**src/sv/alist_pkg.sv**
```systemverilog
// Shared constants for the array list engine: field widths, defaults,
// command and status codes. No dependencies.
package alist_pkg;

    localparam int CAPACITY_DEF   = 64;
    localparam int DATA_WIDTH_DEF = 32;

    localparam int CMD_W     = 4;
    localparam int POS_W     = 6;
    localparam int VAL_W     = 32;
    localparam int STAT_W    = 2;
    localparam int CNT_OUT_W = 7;

    localparam logic [CMD_W-1:0] CMD_PUSH      = 4'd0;
    localparam logic [CMD_W-1:0] CMD_POP       = 4'd1;
    localparam logic [CMD_W-1:0] CMD_INSERT    = 4'd2;
    localparam logic [CMD_W-1:0] CMD_DELETE    = 4'd3;
    localparam logic [CMD_W-1:0] CMD_UPDATE    = 4'd4;
    localparam logic [CMD_W-1:0] CMD_READ      = 4'd5;
    localparam logic [CMD_W-1:0] CMD_FRONT     = 4'd6;
    localparam logic [CMD_W-1:0] CMD_BACK      = 4'd7;
    localparam logic [CMD_W-1:0] CMD_FINDFIRST = 4'd8;
    localparam logic [CMD_W-1:0] CMD_FINDLAST  = 4'd9;
    localparam logic [CMD_W-1:0] CMD_DELEQUAL  = 4'd10;
    localparam logic [CMD_W-1:0] CMD_FILL      = 4'd11;
    localparam logic [CMD_W-1:0] CMD_CLEAR     = 4'd12;

    localparam logic [STAT_W-1:0] ST_OK    = 2'd0;
    localparam logic [STAT_W-1:0] ST_RANGE = 2'd1;
    localparam logic [STAT_W-1:0] ST_EMPTY = 2'd2;
    localparam logic [STAT_W-1:0] ST_FULL  = 2'd3;

endpackage

```
**src/sv/array_list_engine.sv**
```systemverilog
// Array list engine: bounded ordered element store with a count.
// Uses alist_pkg and one alist_ram instance for the element store.
//
// Input channel (i_in_valid / o_in_ready) carries one request: command,
// position and value. Output channel (o_out_valid / i_out_ready) returns
// one result per request: status, read value, find result and count.
// One request is worked on at a time; o_in_ready is high only while idle.
// Each request passes from idle through a walk state, which reads and
// writes the RAM, to a final state that loads the result. Elements walked:
//   push, pop, update, clear, failed commands, unused codes: none.
//   read, front, back: one element read; insert: count - position elements;
//   delete: count - position - 1; find first / last: elements read up to the
//   match, at most count; delete-equal and fill: count elements.
// The next request is taken only after the result is loaded, so a new
//   request is never taken before the last is done; the walk moves one
//   element per cycle through the RAM ports.
// Reset (synchronous, active low) empties the store; no clearing pass runs.
// A stalled result waits in the output register; the engine still takes and
// works one new request and holds its result until the register frees.
module array_list_engine import alist_pkg::*; #(
    parameter int CAPACITY   = CAPACITY_DEF,
    parameter int DATA_WIDTH = DATA_WIDTH_DEF
) (
    input  logic                 i_clk,
    input  logic                 i_rst_n,
    input  logic                 i_in_valid,
    output logic                 o_in_ready,
    input  logic [CMD_W-1:0]     i_command,
    input  logic [POS_W-1:0]     i_position_in,
    input  logic [VAL_W-1:0]     i_value_in,
    output logic                 o_out_valid,
    input  logic                 i_out_ready,
    output logic [STAT_W-1:0]    o_status,
    output logic [VAL_W-1:0]     o_value_out,
    output logic                 o_found,
    output logic [POS_W-1:0]     o_found_position,
    output logic [CNT_OUT_W-1:0] o_count_out
);

    localparam int AW = $clog2(CAPACITY);
    localparam int CW = $clog2(CAPACITY + 1);
    localparam int XW = (CW > POS_W) ? CW : POS_W;

    localparam logic [1:0] S_IDLE = 2'd0;
    localparam logic [1:0] S_WALK = 2'd1;
    localparam logic [1:0] S_FIN  = 2'd2;

    logic [1:0]            r_state, n_state;
    logic [CW-1:0]         r_count, n_count;
    logic [CMD_W-1:0]      r_cmd;
    logic [AW-1:0]         r_pos;
    logic [DATA_WIDTH-1:0] r_val;
    logic [STAT_W-1:0]     r_stat, n_stat;
    logic [AW-1:0]         r_ptr, n_ptr;
    logic [CW-1:0]         r_left, n_left;
    logic                  r_down, n_down;
    logic                  r_dv;
    logic [AW-1:0]         r_daddr;
    logic [CW-1:0]         r_j;
    logic                  r_hit;
    logic [AW-1:0]         r_hitpos;
    logic [DATA_WIDTH-1:0] r_rd;

    logic                  r_ov;
    logic [STAT_W-1:0]     r_o_status;
    logic [VAL_W-1:0]      r_o_value;
    logic                  r_o_found;
    logic [POS_W-1:0]      r_o_fpos;
    logic [CNT_OUT_W-1:0]  r_o_count;

    logic                  w_accept;
    logic [XW-1:0]         w_pos_x, w_n_x, w_cap_x;
    logic [63:0]           w_val64, w_rd64;
    logic [DATA_WIDTH-1:0] w_val;
    logic [AW-1:0]         w_last;
    logic                  w_empty, w_full;

    logic [DATA_WIDTH-1:0] w_rdata;
    logic                  w_match, w_is_find, w_is_fill, w_is_rd, w_hit_now;
    logic                  w_re, w_fill_we, w_go_fin, w_out_free, w_fin_go;
    logic                  w_we;
    logic [AW-1:0]         w_waddr;
    logic [DATA_WIDTH-1:0] w_wdata;
    logic [15:0]           w_hp16, w_cnt16;

    assign w_accept = i_in_valid && o_in_ready;
    assign w_pos_x  = XW'(i_position_in);
    assign w_n_x    = XW'(r_count);
    assign w_cap_x  = XW'(CAPACITY);
    assign w_val64  = 64'(i_value_in);
    assign w_val    = w_val64[DATA_WIDTH-1:0];
    assign w_last   = AW'(r_count - CW'(1));
    assign w_empty  = (r_count == '0);
    assign w_full   = (w_n_x >= w_cap_x);

    // Check the request and set up the walk at accept time.
    always_comb begin
        n_stat = ST_OK;
        n_ptr  = '0;
        n_left = '0;
        n_down = 1'b0;
        case (i_command)
            CMD_PUSH: begin
                if (w_full) n_stat = ST_FULL;
            end
            CMD_POP: begin
                if (w_empty) n_stat = ST_EMPTY;
            end
            CMD_INSERT: begin
                if (w_pos_x > w_n_x) n_stat = ST_RANGE;
                else if (w_full) n_stat = ST_FULL;
                n_ptr  = w_last;
                n_left = CW'(w_n_x - w_pos_x);
                n_down = 1'b1;
            end
            CMD_DELETE: begin
                if (w_pos_x >= w_n_x) n_stat = ST_RANGE;
                n_ptr  = AW'(w_pos_x + XW'(1));
                n_left = CW'(w_n_x - w_pos_x - XW'(1));
            end
            CMD_UPDATE: begin
                if (w_pos_x >= w_n_x) n_stat = ST_RANGE;
            end
            CMD_READ: begin
                if (w_pos_x >= w_n_x) n_stat = ST_RANGE;
                n_ptr  = AW'(w_pos_x);
                n_left = CW'(1);
            end
            CMD_FRONT: begin
                if (w_empty) n_stat = ST_EMPTY;
                n_left = CW'(1);
            end
            CMD_BACK: begin
                if (w_empty) n_stat = ST_EMPTY;
                n_ptr  = w_last;
                n_left = CW'(1);
            end
            CMD_FINDFIRST, CMD_DELEQUAL, CMD_FILL: begin
                n_left = r_count;
            end
            CMD_FINDLAST: begin
                n_ptr  = w_last;
                n_left = r_count;
                n_down = 1'b1;
            end
            default: begin
            end
        endcase
        if (n_stat != ST_OK) begin
            n_left = '0;
        end
    end

    assign w_match    = (w_rdata == r_val);
    assign w_is_find  = (r_cmd == CMD_FINDFIRST) || (r_cmd == CMD_FINDLAST);
    assign w_is_fill  = (r_cmd == CMD_FILL);
    assign w_is_rd    = (r_cmd == CMD_READ) || (r_cmd == CMD_FRONT) || (r_cmd == CMD_BACK);
    assign w_hit_now  = r_dv && w_is_find && !r_hit && w_match;
    assign w_re       = (r_state == S_WALK) && (r_left != '0) && !w_is_fill
                        && !r_hit && !w_hit_now;
    assign w_fill_we  = (r_state == S_WALK) && w_is_fill && (r_left != '0);
    assign w_go_fin   = !w_re && (!w_is_fill || (r_left <= CW'(1)));
    assign w_out_free = !r_ov || i_out_ready;
    assign w_fin_go   = (r_state == S_FIN) && w_out_free;

    // Single write port: walk writes back shifted or kept data or the fill value,
    // the final step writes the new element.
    always_comb begin
        w_we    = 1'b0;
        w_waddr = r_ptr;
        w_wdata = r_val;
        if (r_state == S_WALK) begin
            case (r_cmd)
                CMD_FILL: begin
                    w_we = w_fill_we;
                end
                CMD_INSERT: begin
                    w_we    = r_dv;
                    w_waddr = r_daddr + AW'(1);
                    w_wdata = w_rdata;
                end
                CMD_DELETE: begin
                    w_we    = r_dv;
                    w_waddr = r_daddr - AW'(1);
                    w_wdata = w_rdata;
                end
                CMD_DELEQUAL: begin
                    w_we    = r_dv && !w_match;
                    w_waddr = AW'(r_j);
                    w_wdata = w_rdata;
                end
                default: begin
                end
            endcase
        end else if (w_fin_go && (r_stat == ST_OK)) begin
            case (r_cmd)
                CMD_PUSH: begin
                    w_we    = 1'b1;
                    w_waddr = AW'(r_count);
                end
                CMD_INSERT, CMD_UPDATE: begin
                    w_we    = 1'b1;
                    w_waddr = r_pos;
                end
                default: begin
                end
            endcase
        end
    end

    always_comb begin
        n_count = r_count;
        if (w_fin_go && (r_stat == ST_OK)) begin
            case (r_cmd)
                CMD_PUSH, CMD_INSERT: n_count = r_count + CW'(1);
                CMD_POP, CMD_DELETE:  n_count = r_count - CW'(1);
                CMD_DELEQUAL:         n_count = r_j;
                CMD_CLEAR:            n_count = '0;
                default:              n_count = r_count;
            endcase
        end
    end

    always_comb begin
        n_state = r_state;
        case (r_state)
            S_IDLE: if (w_accept) n_state = S_WALK;
            S_WALK: if (w_go_fin) n_state = S_FIN;
            S_FIN:  if (w_out_free) n_state = S_IDLE;
            default: n_state = S_IDLE;
        endcase
    end

    alist_ram #(
        .WIDTH (DATA_WIDTH),
        .DEPTH (CAPACITY)
    ) u_store (
        .i_clk   (i_clk),
        .i_we    (w_we),
        .i_waddr (w_waddr),
        .i_wdata (w_wdata),
        .i_re    (w_re),
        .i_raddr (r_ptr),
        .o_rdata (w_rdata)
    );

    always_ff @(posedge i_clk) begin
        if (!i_rst_n) begin
            r_state <= S_IDLE;
            r_count <= '0;
            r_dv    <= 1'b0;
            r_left  <= '0;
            r_hit   <= 1'b0;
            r_ov    <= 1'b0;
        end else begin
            r_state <= n_state;
            r_count <= n_count;
            r_dv    <= w_re;
            if (w_accept) begin
                r_left <= n_left;
                r_hit  <= 1'b0;
            end else begin
                if (w_re || w_fill_we) r_left <= r_left - CW'(1);
                if (w_hit_now) r_hit <= 1'b1;
            end
            if (w_fin_go) r_ov <= 1'b1;
            else if (i_out_ready) r_ov <= 1'b0;
        end
    end

    // Payload and walk bookkeeping.
    always_ff @(posedge i_clk) begin
        if (w_accept) begin
            r_cmd    <= i_command;
            r_pos    <= AW'(i_position_in);
            r_val    <= w_val;
            r_stat   <= n_stat;
            r_ptr    <= n_ptr;
            r_down   <= n_down;
            r_j      <= '0;
            r_hitpos <= '0;
            r_rd     <= '0;
        end else begin
            if (w_re || w_fill_we) r_ptr <= r_down ? r_ptr - AW'(1) : r_ptr + AW'(1);
            if (r_dv && w_is_rd) r_rd <= w_rdata;
            if (w_hit_now) r_hitpos <= r_daddr;
            if (r_dv && (r_cmd == CMD_DELEQUAL) && !w_match) r_j <= r_j + CW'(1);
        end
        r_daddr <= r_ptr;
    end

    assign w_rd64  = 64'(r_rd);
    assign w_hp16  = 16'(r_hitpos);
    assign w_cnt16 = 16'(n_count);

    always_ff @(posedge i_clk) begin
        if (w_fin_go) begin
            r_o_status <= r_stat;
            r_o_value  <= w_rd64[VAL_W-1:0];
            r_o_found  <= r_hit;
            r_o_fpos   <= w_hp16[POS_W-1:0];
            r_o_count  <= w_cnt16[CNT_OUT_W-1:0];
        end
    end

    assign o_in_ready       = (r_state == S_IDLE);
    assign o_out_valid      = r_ov;
    assign o_status         = r_o_status;
    assign o_value_out      = r_o_value;
    assign o_found          = r_o_found;
    assign o_found_position = r_o_fpos;
    assign o_count_out      = r_o_count;

endmodule

```
**src/sv/alist_ram.sv**
```systemverilog
// Generic single-port-write, single-port-read RAM with registered read data.
// No dependencies.
module alist_ram #(
    parameter int WIDTH = 32,
    parameter int DEPTH = 64
) (
    input  logic                     i_clk,
    input  logic                     i_we,
    input  logic [$clog2(DEPTH)-1:0] i_waddr,
    input  logic [WIDTH-1:0]         i_wdata,
    input  logic                     i_re,
    input  logic [$clog2(DEPTH)-1:0] i_raddr,
    output logic [WIDTH-1:0]         o_rdata
);

    logic [WIDTH-1:0] r_mem [DEPTH];
    logic [WIDTH-1:0] r_rdata;

    always_ff @(posedge i_clk) begin
        if (i_we) begin
            r_mem[i_waddr] <= i_wdata;
        end
        if (i_re) begin
            r_rdata <= r_mem[i_raddr];
        end
    end

    assign o_rdata = r_rdata;

endmodule

```
**config.mk**
```make
export PLATFORM = sky130hd
export DESIGN_NAME = array_list_engine
export DESIGN_NICKNAME = d
export VERILOG_FILES = /design/src/sv/alist_pkg.sv /design/src/sv/array_list_engine.sv /design/src/sv/alist_ram.sv
export SDC_FILE = /design/constraint.sdc
export NUM_CORES = 2
export LEC_CHECK = 0
export BUFFER_PORTS_ARGS = -buffer_cell sky130_fd_sc_hd__buf_2
export CORE_MARGIN = 2
export CORE_UTILIZATION = 36
export DETAILED_ROUTE_END_ITERATION = 8
export PLACE_DENSITY = 0.49
export SYNTH_ARGS = -nofsm -noshare
export SYNTH_HDL_FRONTEND = slang
export SYNTH_SLANG_ARGS = --single-unit
```
**constraint.sdc**
```tcl
create_clock -name i_clk -period 8.85 [get_ports i_clk]
set_clock_uncertainty 0.1 [all_clocks]
set_input_delay 0.4425 -clock i_clk [delete_from_list [all_inputs] [get_ports i_clk]]
set_output_delay 0.4425 -clock i_clk [all_outputs]
set_load 0.005 [all_outputs]
```
==> impl_metrics.csv <==
group,metric,value,unit
timing,slew_viol_final,0,
cells_and_area,drive_gt1_share,30.4,%
clocking,cts-root-buf,"clkbuf_16",
cells_and_area,final_area,100000,um2
pwr,total_power,25900,uW
clocking,htree_num_levels,4,
timing,tightest_slew,1.31,ns
synthesis,synthAdderAreaFrac,0.347,%
global_route,antenna_found_initial,31,
synthesis,yosys-top-cells-count,"2179 x edfxtp_1, 672 x mux4_2, 187 x nand2_1",
placed_design,placed_area,92500,um2
synthesis,synth_edf_count,2179,
synthesis,syn_nets,3943,
floorplan,die_height,496,um
synthesis,ys_seq_area_share,76.7,%
placed_design,gp_congestion,0.808,
timing,max_freq,0.186,GHz
synthesis,synth_mux_area_share,17.6,%
floorplan,initial_core_util,36.2,%
critical_path,worstPathArrival,5.74,ns
critical_path,crit_buf_inv,0,
timing,min_period,5.37,ns
synthesis,synth_top_family_by_area,"multiplexers",
timing,finalSetupViolCount,0,
placed_design,post-dp-hpwl,140,mm
pwr,powerDensity,258,nW/um2
synthesis,yosysMostFrequentCell,"edfxtp_1",
synthesis,synth_top_area_cell,"edfxtp_1",
synthesis,ys_ff_latch,2249,
floorplan,rows,180,
critical_path,path_cells,"nand4bb_1 -> xnor2_1 -> ha_1 -> and2_1 -> o21ai_0 -> a32o_1 -> o32a_1 -> nor3_1 -> nand3_1 -> nor2_4",
synthesis,netlist_area,87200,um2
critical_path,cp-end-kind,"register",
global_route,grt_max_degree,133,
routing,wl_per_cell,30.8,um
routing,drcViolationCount,0,
critical_path,critPathSlowestCell,"nor2_4",
run_status,status,"completed",
routing,ant_nets,0,
synthesis,synth_warnings,0,
placed_design,place.port_buffers,95,
timing,tns,0,ns
synthesis,synth_area_leaders,"edfxtp_1 75%, mux4_2 17%, dfxtp_1 1.6%",
cells_and_area,layout.nets,4232,
routing,drtPass1Iterations,7,
routing,drtIter0Drc,4160,
critical_path,path_delay_family,"simple AND/OR/NAND/NOR gates",
critical_path,cp_max_fo,32,
synthesis,yosys.area_share.simple,2.18,%
critical_path,critical_path_class,"register to register",
timing,finalHoldViolations,0,
synthesis,synth.top_cell.area_share,75.1,%
clocking,cts_buffers,227,
global_route,grt_pass1_vias,40838,
timing,min_period_over_period,60.7,%
critical_path,cp.required,9.22,ns
min_path,hp-class,"input port to register",
pwr,vdd_ir_drop_max,0.000180,V
synthesis,async_flop_share,0,%
synthesis,synth-compound-area-share,1.57,%
floorplan,design.core.area,241000,um2
global_route,track_usage,18.9,%
timing,rsz0062_at_grt,"false",
clocking,clock_latency,0.88,ns
job,maxCapViolCount,0,
synthesis,synth-xor-area-share,0.593,%
synthesis,synthFlopType,"edfxtp_1",
floorplan,die_w,496,um
routing,via_count,41174,
synthesis,synth_cell_types,69,
synthesis,syn_inst,3874,
global_route,gr-total-overflow,0,
timing,relSlewSlack,12.7,%
clocking,cts_buffer_depth,3,
global_route,grt_pass1_wl,326,mm
synthesis,avgSynthCellArea,22.5,um2
floorplan,die_area,246000,um2
clocking,cts_tree,"done",
clocking,clk_pin_slew_worst_paths,0.06,ns
critical_path,cp_slowest_stage_delay,1.22,ns
clocking,cts.sinks,2249,
pwr,p_leak,0.0311,uW
critical_path,start_kind,"register",
cells_and_area,syn_to_final_growth,15.2,%
floorplan,io_pins,96,
routing,wirelength,233,mm
routing,via_per_inst,5.45,
registers in the layout (all words and copies together), names as in the netlist, 6 cells and up:
signal and flops:
u_store.r_mem 2048, r_j 7, o_value_out 32, r_count 7
r_ptr 6, o_count_out 7, o_found_position 6, r_daddr 6
r_hitpos 6, r_pos 6, r_left 7, u_store.o_rdata 32
r_rd 32, r_val 32
layout by cell type, fill, tap and decap left out, types with 7 or more instances in the layout:
master,synthesis,final
xor2_1,43,43
and3_1,10,9
o22ai_1,7,7
o21ai_0,30,30
dlygate4sd3_1,0,44
nor2_4,0,64
nor2b_1,14,13
a21o_1,8,8
clkbuf_1,104,44
xnor2_1,16,16
nand2_4,0,14
o211ai_1,12,12
mux2i_1,16,16
buf_4,12,109
clkinv_1,0,51
buf_2,45,95
clkbuf_16,0,229
edfxtp_1,2179,2179
clkinv_2,0,47
buf_12,0,12
nand2_1,187,162
diode_2,0,7
inv_1,22,21
and2_1,14,14
nand2_2,0,11
nand3_1,20,20
ha_1,21,21
o31ai_1,7,7
nor4_1,10,10
a22oi_1,8,8
nand2b_1,9,9
nor2_1,119,55
mux4_2,672,672
a21oi_1,68,68
nor3_1,10,9
bufinv_16,0,23
dfxtp_1,70,70
clkinvlp_4,0,11
power breakdown:
part	total, uW	internal [uW]	switching (uW)
combinational	4220	1690	2530
sequential	12000	11900	113
clock	9620	5460	4160
cell type report:
type                    count  area (um2)
repair buffers            260        1970
clock inverters           151        1550
multi-input cells        1403       20000
clock buffers             276        5940
well taps                3185        3990
inverters                  22        85.1
fillers                 20772      140000
flip-flops and latches   2249       66800
diodes                      7        17.5
final timing paths:
| kind | endpoint | from | depth (start not counted) | slack (ns) |
|---|---|---|---|---|
| max reg2reg | u_store.r_mem[9][17]$_DFFE_PP_ | r_cmd[2]$_DFFE_PP_ | 10 | 3.48 |
| min | r_state[0]$_SDFFE_PN0P_ | i_in_valid | 3 | 0.17 |
| min reg2reg | o_value_out[27]$_DFFE_PP_ | r_rd[27]$_SDFFE_PP0P_ | 0 | 0.33 |
| max | u_store.r_mem[9][17]$_DFFE_PP_ | r_cmd[2]$_DFFE_PP_ | 10 | 3.48 |
cells by family (layout without fill, tap and decap cells):
family | count (synthesis) | in the layout
compound gates | 207 | 207
xor+xnor | 59 | 59
fa+ha+maj | 23 | 23
buf+inv | 222 | 709
flops | 2249 | 2249
mux | 689 | 689
other cells | 0 | 7
simple gates | 425 | 425
per-layer routing:
metal	GRT usage, %	share of wire [%]	vias to the layer above
met3	3.83	6.8	247
met2	28.3	45	1351
li1	-	-	17005
met4	3.66	1.6	6
met1	28.6	46	22565
met5	0	0.018	-
timing repair:
item / 4_1_cts / 5_1_grt
endpoints found under the hold margin: 61 / 0
endpoints found under the setup margin: 0 / 0
hold buffers: 44 / 0
resized for setup: 0 / 0
buffers inserted: 0 / 0
through the flow:
step	hold WS, ns	utilization, %	std cells	setup WS (ns)
final	0.168	41.7	7553	3.48
after global routing	0.160	41.7	7547	3.18
after CTS	0.114	41.7	7546	3.52
after detailed placement	0.316	38.4	7075	3.54
after global placement	0.315	38.4	7075	3.53
after floorplan	0.246	-	3874	3.43
worst min-delay path, cell delays in order:
cell	delay, ns
buf_2	0.10
nand2_1	0.40
a21oi_1	0.12
No activity file was read; power rests on OpenSTA's default activity.
